$ cat src/rtl/cpcp_pkg.sv
`default_nettype none

package cpcp_pkg;

    localparam int PHASE_BITS    = 32;
    localparam int OUT_BITS      = 16;
    localparam int CORDIC_STAGES = 16;

    localparam int CFG_BITS      = 32;
    localparam int CFG_ADDR_BITS = 2;
    localparam int TURN_BITS     = 32;
    localparam int XY_BITS       = 34;
    localparam int STAGE_BITS    = (CORDIC_STAGES > 1) ? $clog2(CORDIC_STAGES) : 1;
    localparam int TBL_IDX_BITS  = 5;
    localparam int FIN_SHIFT     = 31 - OUT_BITS;

    typedef logic [PHASE_BITS-1:0] acc_t;
    typedef logic signed [XY_BITS-1:0] xy_t;

    typedef enum logic [CFG_ADDR_BITS-1:0] {
        REG_START_PHASE        = 2'd0,
        REG_START_FREQUENCY    = 2'd1,
        REG_START_ACCELERATION = 2'd2,
        REG_ACCELERATION_RATE  = 2'd3
    } cfg_reg_t;

    typedef struct packed {
        acc_t phi;
        acc_t rate;
        acc_t change;
        acc_t adot;
    } acc_load_t;

    typedef struct packed {
        logic                 valid;
        logic                 neg;
        logic [TURN_BITS-1:0] phase;
        xy_t                  x;
        xy_t                  y;
        xy_t                  ang;
    } cordic_beat_t;

    localparam xy_t X_START = xy_t'(64'sh26DD3B6A);
    localparam xy_t QUARTER = xy_t'(64'sd1 <<< 30);
    localparam xy_t HALF    = xy_t'(64'sd1 <<< 31);

    function automatic acc_t sext_acc(input logic [CFG_BITS-1:0] v);
        logic signed [63:0] t;
        t = 64'(signed'(v));
        return t[PHASE_BITS-1:0];
    endfunction

    function automatic logic [TURN_BITS-1:0] phase_to_turn(input acc_t p);
        logic [PHASE_BITS+TURN_BITS-1:0] w;
        w = {p, {TURN_BITS{1'b0}}};
        return w[PHASE_BITS+TURN_BITS-1 -: TURN_BITS];
    endfunction

    function automatic xy_t atan_turn(input logic [TBL_IDX_BITS-1:0] idx);
        xy_t a;
        case (idx)
            5'd0:    a = xy_t'(64'sd536870912);
            5'd1:    a = xy_t'(64'sd316933406);
            5'd2:    a = xy_t'(64'sd167458907);
            5'd3:    a = xy_t'(64'sd85004756);
            5'd4:    a = xy_t'(64'sd42667331);
            5'd5:    a = xy_t'(64'sd21354465);
            5'd6:    a = xy_t'(64'sd10679838);
            5'd7:    a = xy_t'(64'sd5340245);
            5'd8:    a = xy_t'(64'sd2670163);
            5'd9:    a = xy_t'(64'sd1335087);
            5'd10:   a = xy_t'(64'sd667544);
            5'd11:   a = xy_t'(64'sd333772);
            5'd12:   a = xy_t'(64'sd166886);
            5'd13:   a = xy_t'(64'sd83443);
            5'd14:   a = xy_t'(64'sd41722);
            5'd15:   a = xy_t'(64'sd20861);
            5'd16:   a = xy_t'(64'sd10430);
            5'd17:   a = xy_t'(64'sd5215);
            5'd18:   a = xy_t'(64'sd2608);
            5'd19:   a = xy_t'(64'sd1304);
            5'd20:   a = xy_t'(64'sd652);
            5'd21:   a = xy_t'(64'sd326);
            5'd22:   a = xy_t'(64'sd163);
            5'd23:   a = xy_t'(64'sd81);
            default: a = xy_t'(64'sd0);
        endcase
        return a;
    endfunction

endpackage

`default_nettype wire

$ cat src/rtl/cpcp_acc.sv
`default_nettype none

module cpcp_acc (
    input  wire logic               clk,
    input  wire logic               rst_n,
    input  wire logic               advance,
    input  wire logic               restart,
    input  wire cpcp_pkg::acc_load_t load_vals,
    output cpcp_pkg::acc_t          phase_cur
);

    cpcp_pkg::acc_t phase_acc_reg, phase_acc_next;
    cpcp_pkg::acc_t rate_acc_reg, rate_acc_next;
    cpcp_pkg::acc_t change_acc_reg, change_acc_next;
    logic           started_reg, started_next;

    logic           load;
    cpcp_pkg::acc_t rate_cur;
    cpcp_pkg::acc_t change_cur;

    always_comb
    begin
        load       = restart | ~started_reg;
        phase_cur  = load ? load_vals.phi    : phase_acc_reg;
        rate_cur   = load ? load_vals.rate   : rate_acc_reg;
        change_cur = load ? load_vals.change : change_acc_reg;

        phase_acc_next  = phase_acc_reg;
        rate_acc_next   = rate_acc_reg;
        change_acc_next = change_acc_reg;
        started_next    = started_reg;
        if (advance)
        begin
            phase_acc_next  = phase_cur + rate_cur;
            rate_acc_next   = rate_cur + change_cur;
            change_acc_next = change_cur + load_vals.adot;
            started_next    = 1'b1;
        end
    end

    always_ff @(posedge clk or negedge rst_n)
    begin
        if (!rst_n)
        begin
            phase_acc_reg  <= '0;
            rate_acc_reg   <= '0;
            change_acc_reg <= '0;
            started_reg    <= 1'b0;
        end
        else
        begin
            phase_acc_reg  <= phase_acc_next;
            rate_acc_reg   <= rate_acc_next;
            change_acc_reg <= change_acc_next;
            started_reg    <= started_next;
        end
    end

endmodule

`default_nettype wire

$ cat config.mk
export PLATFORM = sky130hd
export DESIGN_NAME = cpcp_acc
export DESIGN_NICKNAME = d
export VERILOG_FILES = /design/src/rtl/cpcp_pkg.sv /design/src/rtl/cpcp_acc.sv
export SDC_FILE = /design/constraint.sdc
export NUM_CORES = 1
export LEC_CHECK = 0
export BUFFER_PORTS_ARGS = -buffer_cell sky130_fd_sc_hd__buf_2
export CAP_MARGIN = 20
export CORE_UTILIZATION = 39
export CTS_BUF_LIST = sky130_fd_sc_hd__clkbuf_4 sky130_fd_sc_hd__clkbuf_8
export CTS_CLUSTER_SIZE = 25
export DETAILED_ROUTE_END_ITERATION = 8
export HOLD_SLACK_MARGIN = 0.08
export PLACE_DENSITY = 0.68
export SYNTH_ARGS = -nofsm -noshare
export SYNTH_HDL_FRONTEND = slang
export SYNTH_SLANG_ARGS = --single-unit
$ cat constraint.sdc
create_clock -name clk -period 4.6 [get_ports clk]
set_input_delay 0.23 -clock clk [delete_from_list [all_inputs] [get_ports clk]]
set_output_delay 0.23 -clock clk [all_outputs]
set_load 0.05 [all_outputs]
==> impl_summary.txt, run 1 <==
----------------------------------------------------
[Clock tree]
  Post-CTS Resized ... 0
  Clock buffer depth ... 2
  Total of hold buffers inserted after clock tree synthesis ... 1
  Clock Pin Slew Worst Setup and Hold Paths ... 0.10 ns
  Level count of the clock H-tree ... 3
  TritonCTS sink count ... 97
  Number of buffers added by the clock tree synthesis step ... 9
  Clock latency reported for the late side of the worst-skew pair ... 0.38 ns
  Number of setup buffers added after CTS ... 0
  Root buffer cell ... sky130_fd_sc_hd__clkbuf_8
  CTS tree ... built

[Yosys]
  Simple logic cell fraction of the synthesized area ... 0.220
  Seq/Total Area, Yosys ... 0.246
  Portion of netlist area occupied by mux cells ... 0.0861
  Area share of the largest cell type after synthesis ... 0.246
  Mean Syn Cell Area ... 7.97 µm²
  Top_reg_cell synth ... sky130_fd_sc_hd__dfrtp_1
  Xor and xnor area share after synthesis ... 0.0939
  Dominant combinational cell family by area after synthesis ... simple AND/OR/NAND/NOR gates
  Synth Area in Compound Gates ... 0.198
  Synth top area cells ... sky130_fd_sc_hd__dfrtp_1 (25%), sky130_fd_sc_hd__nand2_1 (13%), sky130_fd_sc_hd__ha_1 (12%)
  Syn Nets ... 1470
  Commonest cells in the netlist ... sky130_fd_sc_hd__nand2_1 (337), sky130_fd_sc_hd__dfrtp_1 (97), sky130_fd_sc_hd__ha_1 (95)
  Mapped cell area ... 0.00988 mm²
  Synthesized netlist cell count ... 1240
  Library cell occupying the most area in the post-synthesis netlist ... sky130_fd_sc_hd__dfrtp_1
  YS warnings ... 0
  Cell with the most instances after synthesis ... sky130_fd_sc_hd__nand2_1
  FF+latch count, synth ... 97
  Netlist cell types ... 77
  EDFF count, synth ... 0
  Share of synthesized cell area in full adder, half adder and majority cells ... 0.126
  Share of flip-flops with an asynchronous set or reset after synthesis ... 1.00

[Power]
  Net switching component of the power ... 2940 µW
  P_int ... 3330 µW
  Static Leakage ... 0.00570 µW
  Power per cell area ... 559 mW/mm²
  Clock share of power ... 0.086
  Sw frac ... 0.469
  Sequential power share ... 0.251
  Peak supply drop ... 0.176 mV
  Comb power frac ... 0.663
  Total power ... 6260 µW

[Drt]
  DR DRC count ... 0
  Post-route ant nets ... 0
  Number of detailed-route iterations in the first pass ... 5
  Routed via count ... 9209
  Mean number of vias per cell ... 5.41
  Number of violations reported at the end of detailed-routing iteration 0 ... 706
  Wire length after detailed routing ... 27300 µm
  Routed length per instance ... 16.0 µm

[STA]
  Slew at the pin closest to its max-slew limit ... 0.923 ns
  Setup TNS ... 0 ns
  Fmax ... 240 MHz
  Headroom to the max-slew limit ... 0.385
  Setup repair after global routing missed its margin ... false
  Total of endpoints with negative setup slack in the final report ... 0
  Part of the cycle the worst path needs ... 0.905
  Slew Limit Fails ... 0
  Final hold viol count ... 0
  Worst clock skew ... 0.0124 ns
  Min cycle time layout ... 4.16 ns

[Placed design]
  Routability cong. ... 0.891
  Total placed cells including tap cells ... 1686
  Port buffer count ... 163
  Detailed-placement wirelength estimate ... 21000 µm

[Finish]
  Fill cell count ... 2435
  Share of cells above drive strength 1 ... 0.203
  Number of nets in the final layout ... 1604
  Area added between synthesis and finish ... 13.4%
  Ant. Diodes ... 0
  Area occupied by registers ... 0.00243 mm²
  Area taken by multi-input logic gates ... 0.00717 mm²
  Non-filler instance count after layout ... 1702

[Min path]
  Type of the most critical hold path ... in -> reg

[Worst setup path]
  Buffering stage count on the worst path with inverters included ... 2
  Cell with the largest stage delay on the worst path ... sky130_fd_sc_hd__a2111oi_0
  Kind of cell adding the most delay to the critical path ... compound AO/OA/AOI/OAI gates
  Largest incremental delay on the critical path ... 0.44 ns
  Biggest fanout along the worst timing path ... 78
  Data arrival, critical path ... 4.42 ns
  Worst setup path category ... reg -> reg
  Crit. End Element ... flop
  Required time reported for the critical path endpoint ... 4.85 ns
  Startpoint Class ... flop
  Worst path cell trace ... nor2b_4 > buf_12 > buf_12 > nand2_1 > nand2_1 > ha_1 > and2_0 > a221o_1 > a31o_2 > a41o_1 > nand4_1 > a31oi_2 > nor4b_1 > nor3_2 > a2111oi_0 > a2111oi_1

[Flow run]
  Max-capacitance violation count ... 0

[Global route]
  Gr usage total ... 0.213
  First-pass GRT wire length ... 44500 µm
  Maximum number of pins on one net before global-route repair ... 79
  Antenna violations before repair ... 0
  Grt ovf ... 0
  Via count of the first global-routing pass ... 8919

[Floorplanning]
  Starting Density ... 0.402
  Number of rows in the core area ... 57
  Number of I/O pins ... 164
  Full die area ... 0.0260 mm²
  Width of the die ... 161 µm
  Standard cell core area ... 0.0246 mm²
  Die Ht ... 161 µm

[Run status]
  Run status ... finished, final reports clean

----------------------------------------------------
## power by group through the flow
stage	registers (µW)	clock network (µW)	logic, µW
2_1_floorplan	1500	0	3320
3_3_place_gp	1570	0	4050
3_5_place_dp	1580	0	4120
4_1_cts	1570	561	4140
5_1_grt	1620	586	4630
6_report	1570	539	4150
## worst min-delay path, delay by kind of cell
kind / cells / cell delay [ns]
fa+ha+maj: 1 / 0.12
buf+inv: 1 / 0.08
mux: 1 / 0.13
## placed cells by master (no fill, tap or decap), types with 11 or more instances in the layout
master / n
sky130_fd_sc_hd__nand2_1: 335
sky130_fd_sc_hd__buf_2: 161
sky130_fd_sc_hd__dfrtp_1: 97
sky130_fd_sc_hd__ha_1: 95
sky130_fd_sc_hd__a21oi_1: 75
sky130_fd_sc_hd__mux2_2: 65
sky130_fd_sc_hd__xnor2_1: 60
sky130_fd_sc_hd__nor2_1: 58
sky130_fd_sc_hd__a21o_1: 49
sky130_fd_sc_hd__xor2_1: 46
sky130_fd_sc_hd__o21ai_0: 44
sky130_fd_sc_hd__inv_1: 29
sky130_fd_sc_hd__nand3_1: 16
sky130_fd_sc_hd__nor2b_1: 13
sky130_fd_sc_hd__o21a_1: 11
sky130_fd_sc_hd__nand2b_1: 11
## path summary, 6_finish.rpt
| path | from | slack, ns | cells after the start | endpoint |
|---|---|---|---|---|
| min in group asynchronous | rst_n | 0.53 | 2 | phase_acc_reg[27] |
| worst max-delay path | started_reg | 0.44 | 16 | change_acc_reg[31] |
| worst min-delay path | load_vals[0] | 0.21 | 3 | change_acc_reg[0] |
| worst max register to register | started_reg | 0.44 | 16 | change_acc_reg[31] |
| max in group asynchronous | rst_n | 3.07 | 3 | rate_acc_reg[13] |
| worst min register to register | change_acc_reg[9] | 0.49 | 1 | change_acc_reg[9] |
## stage by stage
| stage | hold slack (ns) | instance area (µm²) | worst slack (ns) | util |
|---|---|---|---|---|
| after floorplan | -0.0656 | 9890 | 0.0173 | - |
| after global placement | 0.426 | 11000 | 0.599 | 0.448 |
| after detailed placement | 0.432 | 11000 | 0.480 | 0.448 |
| after CTS | 0.188 | 11200 | 0.453 | 0.456 |
| after global routing | 0.214 | 11200 | 0.0689 | 0.456 |
| final | 0.211 | 11200 | 0.436 | 0.456 |
## final cells by class
| type | count | area share |
|---|---|---|
| Timing Repair Buffer | 172 | 0.0828 |
| Clock buffer | 12 | 0.0136 |
| Clock inverter | 3 | 0.00156 |
| Multi-Input combinational cell | 1064 | 0.639 |
| Inverter | 30 | 0.0100 |
| Sequential cell | 97 | 0.217 |
| Tap cell | 324 | 0.0362 |
## per-layer routing
| layer | vias up | part of all wire | track usage |
|---|---|---|---|
| met5 | - | 0 | 0 |
| li1 | 4628 | - | - |
| met3 | 36 | 0.046 | 0.0257 |
| met4 | 0 | 0.021 | 0.0660 |
| met2 | 228 | 0.43 | 0.322 |
| met1 | 4317 | 0.50 | 0.315 |
## cells by family (layout without fill, tap and decap cells)
logic type      Yosys count  count (layout)
simple gates            502             502
compound gates          282             282
xor+xnor                106             106
fa+ha+maj                98              98
flops                    97              97
buf+inv                  79             217
mux                      76              76
Power figures use the tool's default switching activity.
==> inputs of run 2 (changes only) <==
--- a/config.mk
+++ b/config.mk
@@ -12,7 +12,6 @@
 export CTS_CLUSTER_SIZE = 25
 export DETAILED_ROUTE_END_ITERATION = 8
 export HOLD_SLACK_MARGIN = 0.08
-export PLACE_DENSITY = 0.68
 export SYNTH_ARGS = -nofsm -noshare
 export SYNTH_HDL_FRONTEND = slang
 export SYNTH_SLANG_ARGS = --single-unit
==> run 2 against run 1 <==
  * Utilization up 0.20 points
  * Highest routed layer unchanged
  * Critical endpoint unchanged
  * Final cell count is 0.18% higher
  * Total power increased by 2.1%
  * Clock skew fell by 0.0016 ns
==> impl_summary.txt, run 2 (same netlist as run 1, synthesis figures left out) <==
----------------------------------------------------
[Flow run]
  Max-capacitance violation count ... 0 (unchanged)

[Worst setup path]
  Data arrival, critical path ... 4.46 ns (was 4.42 ns)
  Required time reported for the critical path endpoint ... 4.85 ns (about the same)
  Cell with the largest stage delay on the worst path ... sky130_fd_sc_hd__a2111oi_0 (unchanged)
  Kind of cell adding the most delay to the critical path ... compound AO/OA/AOI/OAI gates (unchanged)
  Worst path cell trace ... nand2b_4 > buf_4 > nand2_1 > nand2_1 > ha_1 > and2_0 > a221o_1 > a31o_2 > a41o_1 > nand4_1 > a31oi_2 > nor4b_1 > nor3_2 > a2111oi_0 > a2111oi_1 (was nor2b_4 > buf_12 > buf_12 > nand2_1 > nand2_1 > ha_1 > and2_0 > a221o_1 > a31o_2 > a41o_1 > nand4_1 > a31oi_2 > nor4b_1 > nor3_2 > a2111oi_0 > a2111oi_1)
  Crit. End Element ... flop (unchanged)
  Buffering stage count on the worst path with inverters included ... 1 (was 2)
  Cell repeated most along the worst path ... sky130_fd_sc_hd__nand2_1
  Worst setup path category ... reg -> reg (unchanged)
  Biggest fanout along the worst timing path ... 42 (was 78)
  Largest incremental delay on the critical path ... 0.47 ns (was 0.44 ns)
  Startpoint Class ... flop (unchanged)

[Clock tree]
  Clock buffer depth ... 2 (unchanged)
  TritonCTS sink count ... 97 (unchanged)
  Number of setup buffers added after CTS ... 0 (unchanged)
  Number of buffers added by the clock tree synthesis step ... 9 (unchanged)
  Clock Pin Slew Worst Setup and Hold Paths ... 0.10 ns (about the same)
  Level count of the clock H-tree ... 3 (unchanged)
  Root buffer cell ... sky130_fd_sc_hd__clkbuf_8 (unchanged)
  Total of hold buffers inserted after clock tree synthesis ... 1 (unchanged)
  Clock latency reported for the late side of the worst-skew pair ... 0.39 ns (was 0.38 ns)
  CTS tree ... built (unchanged)
  Post-CTS Resized ... 0 (unchanged)

[Finish]
  Number of nets in the final layout ... 1606 (was 1604)
  Share of cells above drive strength 1 ... 0.205 (was 0.203)
  Final design area excluding fillers ... 0.0113 mm² (was 0.0112 mm²)
  Area added between synthesis and finish ... 13.9% (was 13.4%)
  Area occupied by registers ... 0.00243 mm² (unchanged)
  Ant. Diodes ... 0 (unchanged)
  Non-filler instance count after layout ... 1705 (was 1702)
  Commonest non-fill, non-tap cell in the layout ... sky130_fd_sc_hd__nand2_1 (unchanged)
  Most frequent cells in the layout ... sky130_fd_sc_hd__nand2_1 (335), sky130_fd_sc_hd__buf_2 (161), sky130_fd_sc_hd__dfrtp_1 (97) (unchanged)
  Area taken by multi-input logic gates ... 0.00717 mm² (unchanged)
  Fill cell count ... 2559 (was 2435)

[Power]
  Static Leakage ... 0.00573 µW (was 0.00570 µW)
  Peak supply drop ... 0.186 mV (was 0.176 mV)
  Total power ... 6400 µW (was 6260 µW)
  Power per cell area ... 568 mW/mm² (was 559 mW/mm²)

[Placed design]
  Placed inst area ... 0.0110 mm² (about the same)
  Detailed-placement wirelength estimate ... 21600 µm (was 21000 µm)
  Routability cong. ... 0.877 (was 0.891)
  Total placed cells including tap cells ... 1688 (was 1686)
  Port buffer count ... 163 (unchanged)

[Global route]
  Maximum number of pins on one net before global-route repair ... 65 (was 79)
  Via count of the first global-routing pass ... 8854 (was 8919)
  Gr usage total ... 0.219 (was 0.213)
  Antenna violations before repair ... 0 (unchanged)
  First-pass GRT wire length ... 45200 µm (was 44500 µm)
  Grt ovf ... 0 (unchanged)

[STA]
  Final hold viol count ... 0 (unchanged)
  Min cycle time layout ... 4.21 ns (was 4.16 ns)
  Setup repair after global routing missed its margin ... false (unchanged)
  Total of endpoints with negative setup slack in the final report ... 0 (unchanged)
  Headroom to the max-slew limit ... 0.408 (was 0.385)
  Part of the cycle the worst path needs ... 0.914 (was 0.905)
  Setup TNS ... 0 ns (unchanged)
  Worst hold slack ... 0.196 ns (was 0.211 ns)
  Fmax ... 238 MHz (was 240 MHz)
  Slew at the pin closest to its max-slew limit ... 0.889 ns (was 0.923 ns)
  Slew Limit Fails ... 0 (unchanged)
  Worst clock skew ... 0.0107 ns (was 0.0124 ns)

[Floorplanning]
  Starting Density ... 0.402 (unchanged)
  Width of the die ... 161 µm (unchanged)
  Standard cell core area ... 0.0246 mm² (unchanged)
  Number of I/O pins ... 164 (unchanged)
  Number of rows in the core area ... 57 (unchanged)
  Full die area ... 0.0260 mm² (unchanged)
  Die Ht ... 161 µm (unchanged)

[Drt]
  Number of detailed-route iterations in the first pass ... 7 (was 5)
  Wire length after detailed routing ... 27700 µm (was 27300 µm)
  Number of violations reported at the end of detailed-routing iteration 0 ... 560 (was 706)
  Routed via count ... 9085 (was 9209)
  DR DRC count ... 0 (unchanged)
  Post-route ant nets ... 0 (unchanged)
  Routed length per instance ... 16.2 µm (was 16.0 µm)
  Mean number of vias per cell ... 5.33 (was 5.41)

[Run status]
  Run status ... finished, final reports clean (unchanged)

[Min path]
  Type of the most critical hold path ... in -> reg (unchanged)

----------------------------------------------------
[run 2: cell types whose count changed in the layout (fill, tap and decap cells not counted)]
cell | previous run | this run
sky130_fd_sc_hd__clkbuf_8 | 10 | 11
sky130_fd_sc_hd__buf_12 | 3 | 1
sky130_fd_sc_hd__bufinv_16 | 0 | 2
sky130_fd_sc_hd__clkbuf_4 | 2 | 0
sky130_fd_sc_hd__buf_4 | 7 | 11
[run 2: where the power goes]
| group | internal, µW | switching (µW) | total [µW] | leakage (µW) |
|---|---|---|---|---|
| Clock | 335 | 333 | 667 | 0.000115 |
| Combinational | 1830 | 2330 | 4150 | 0.00448 |
| Sequential | 1280 | 298 | 1580 | 0.00113 |
[run 2: area by class of cell]
type,instances,area share
clock buffer,11,0.0134
clock inverter,5,0.00689
inverter,30,0.0100
multi-input combinational,1064,0.637
sequential,97,0.216
tap,324,0.0360
timing repair buffer,174,0.0816
[run 2: path summary, 6_finish.rpt]
kind | from | end | slack, ns | cells after the start
max | started_reg | change_acc_reg[31] | 0.39 | 15
min | load_vals[0] | change_acc_reg[0] | 0.20 | 3
max reg2reg | started_reg | change_acc_reg[31] | 0.39 | 15
min reg2reg | change_acc_reg[9] | change_acc_reg[9] | 0.49 | 1
max in group asynchronous | rst_n | phase_acc_reg[9] | 3.08 | 3
min in group asynchronous | rst_n | change_acc_reg[7] | 0.49 | 2
[run 2: metal layers]
metal,share of wire,track usage
met4,0.016,0.0678
met2,0.43,0.331
met1,0.52,0.325
met5,0,0
met3,0.039,0.0226
[run 2: tightest hold or removal path, delay by kind of cell]
| kind | cells | cell delay, ns |
|---|---|---|
| buffers and inverters | 1 | 0.09 |
| adders and majority gates | 1 | 0.11 |
| muxes | 1 | 0.13 |
[run 2: stage by stage]
step | setup WS (ns) | util
final | 0.394 | 0.458
after global routing | 0.0157 | 0.458
after detailed placement | 0.396 | 0.448
after global placement | 0.545 | 0.448
after CTS | 0.361 | 0.458
after floorplan | 0.0173 | -
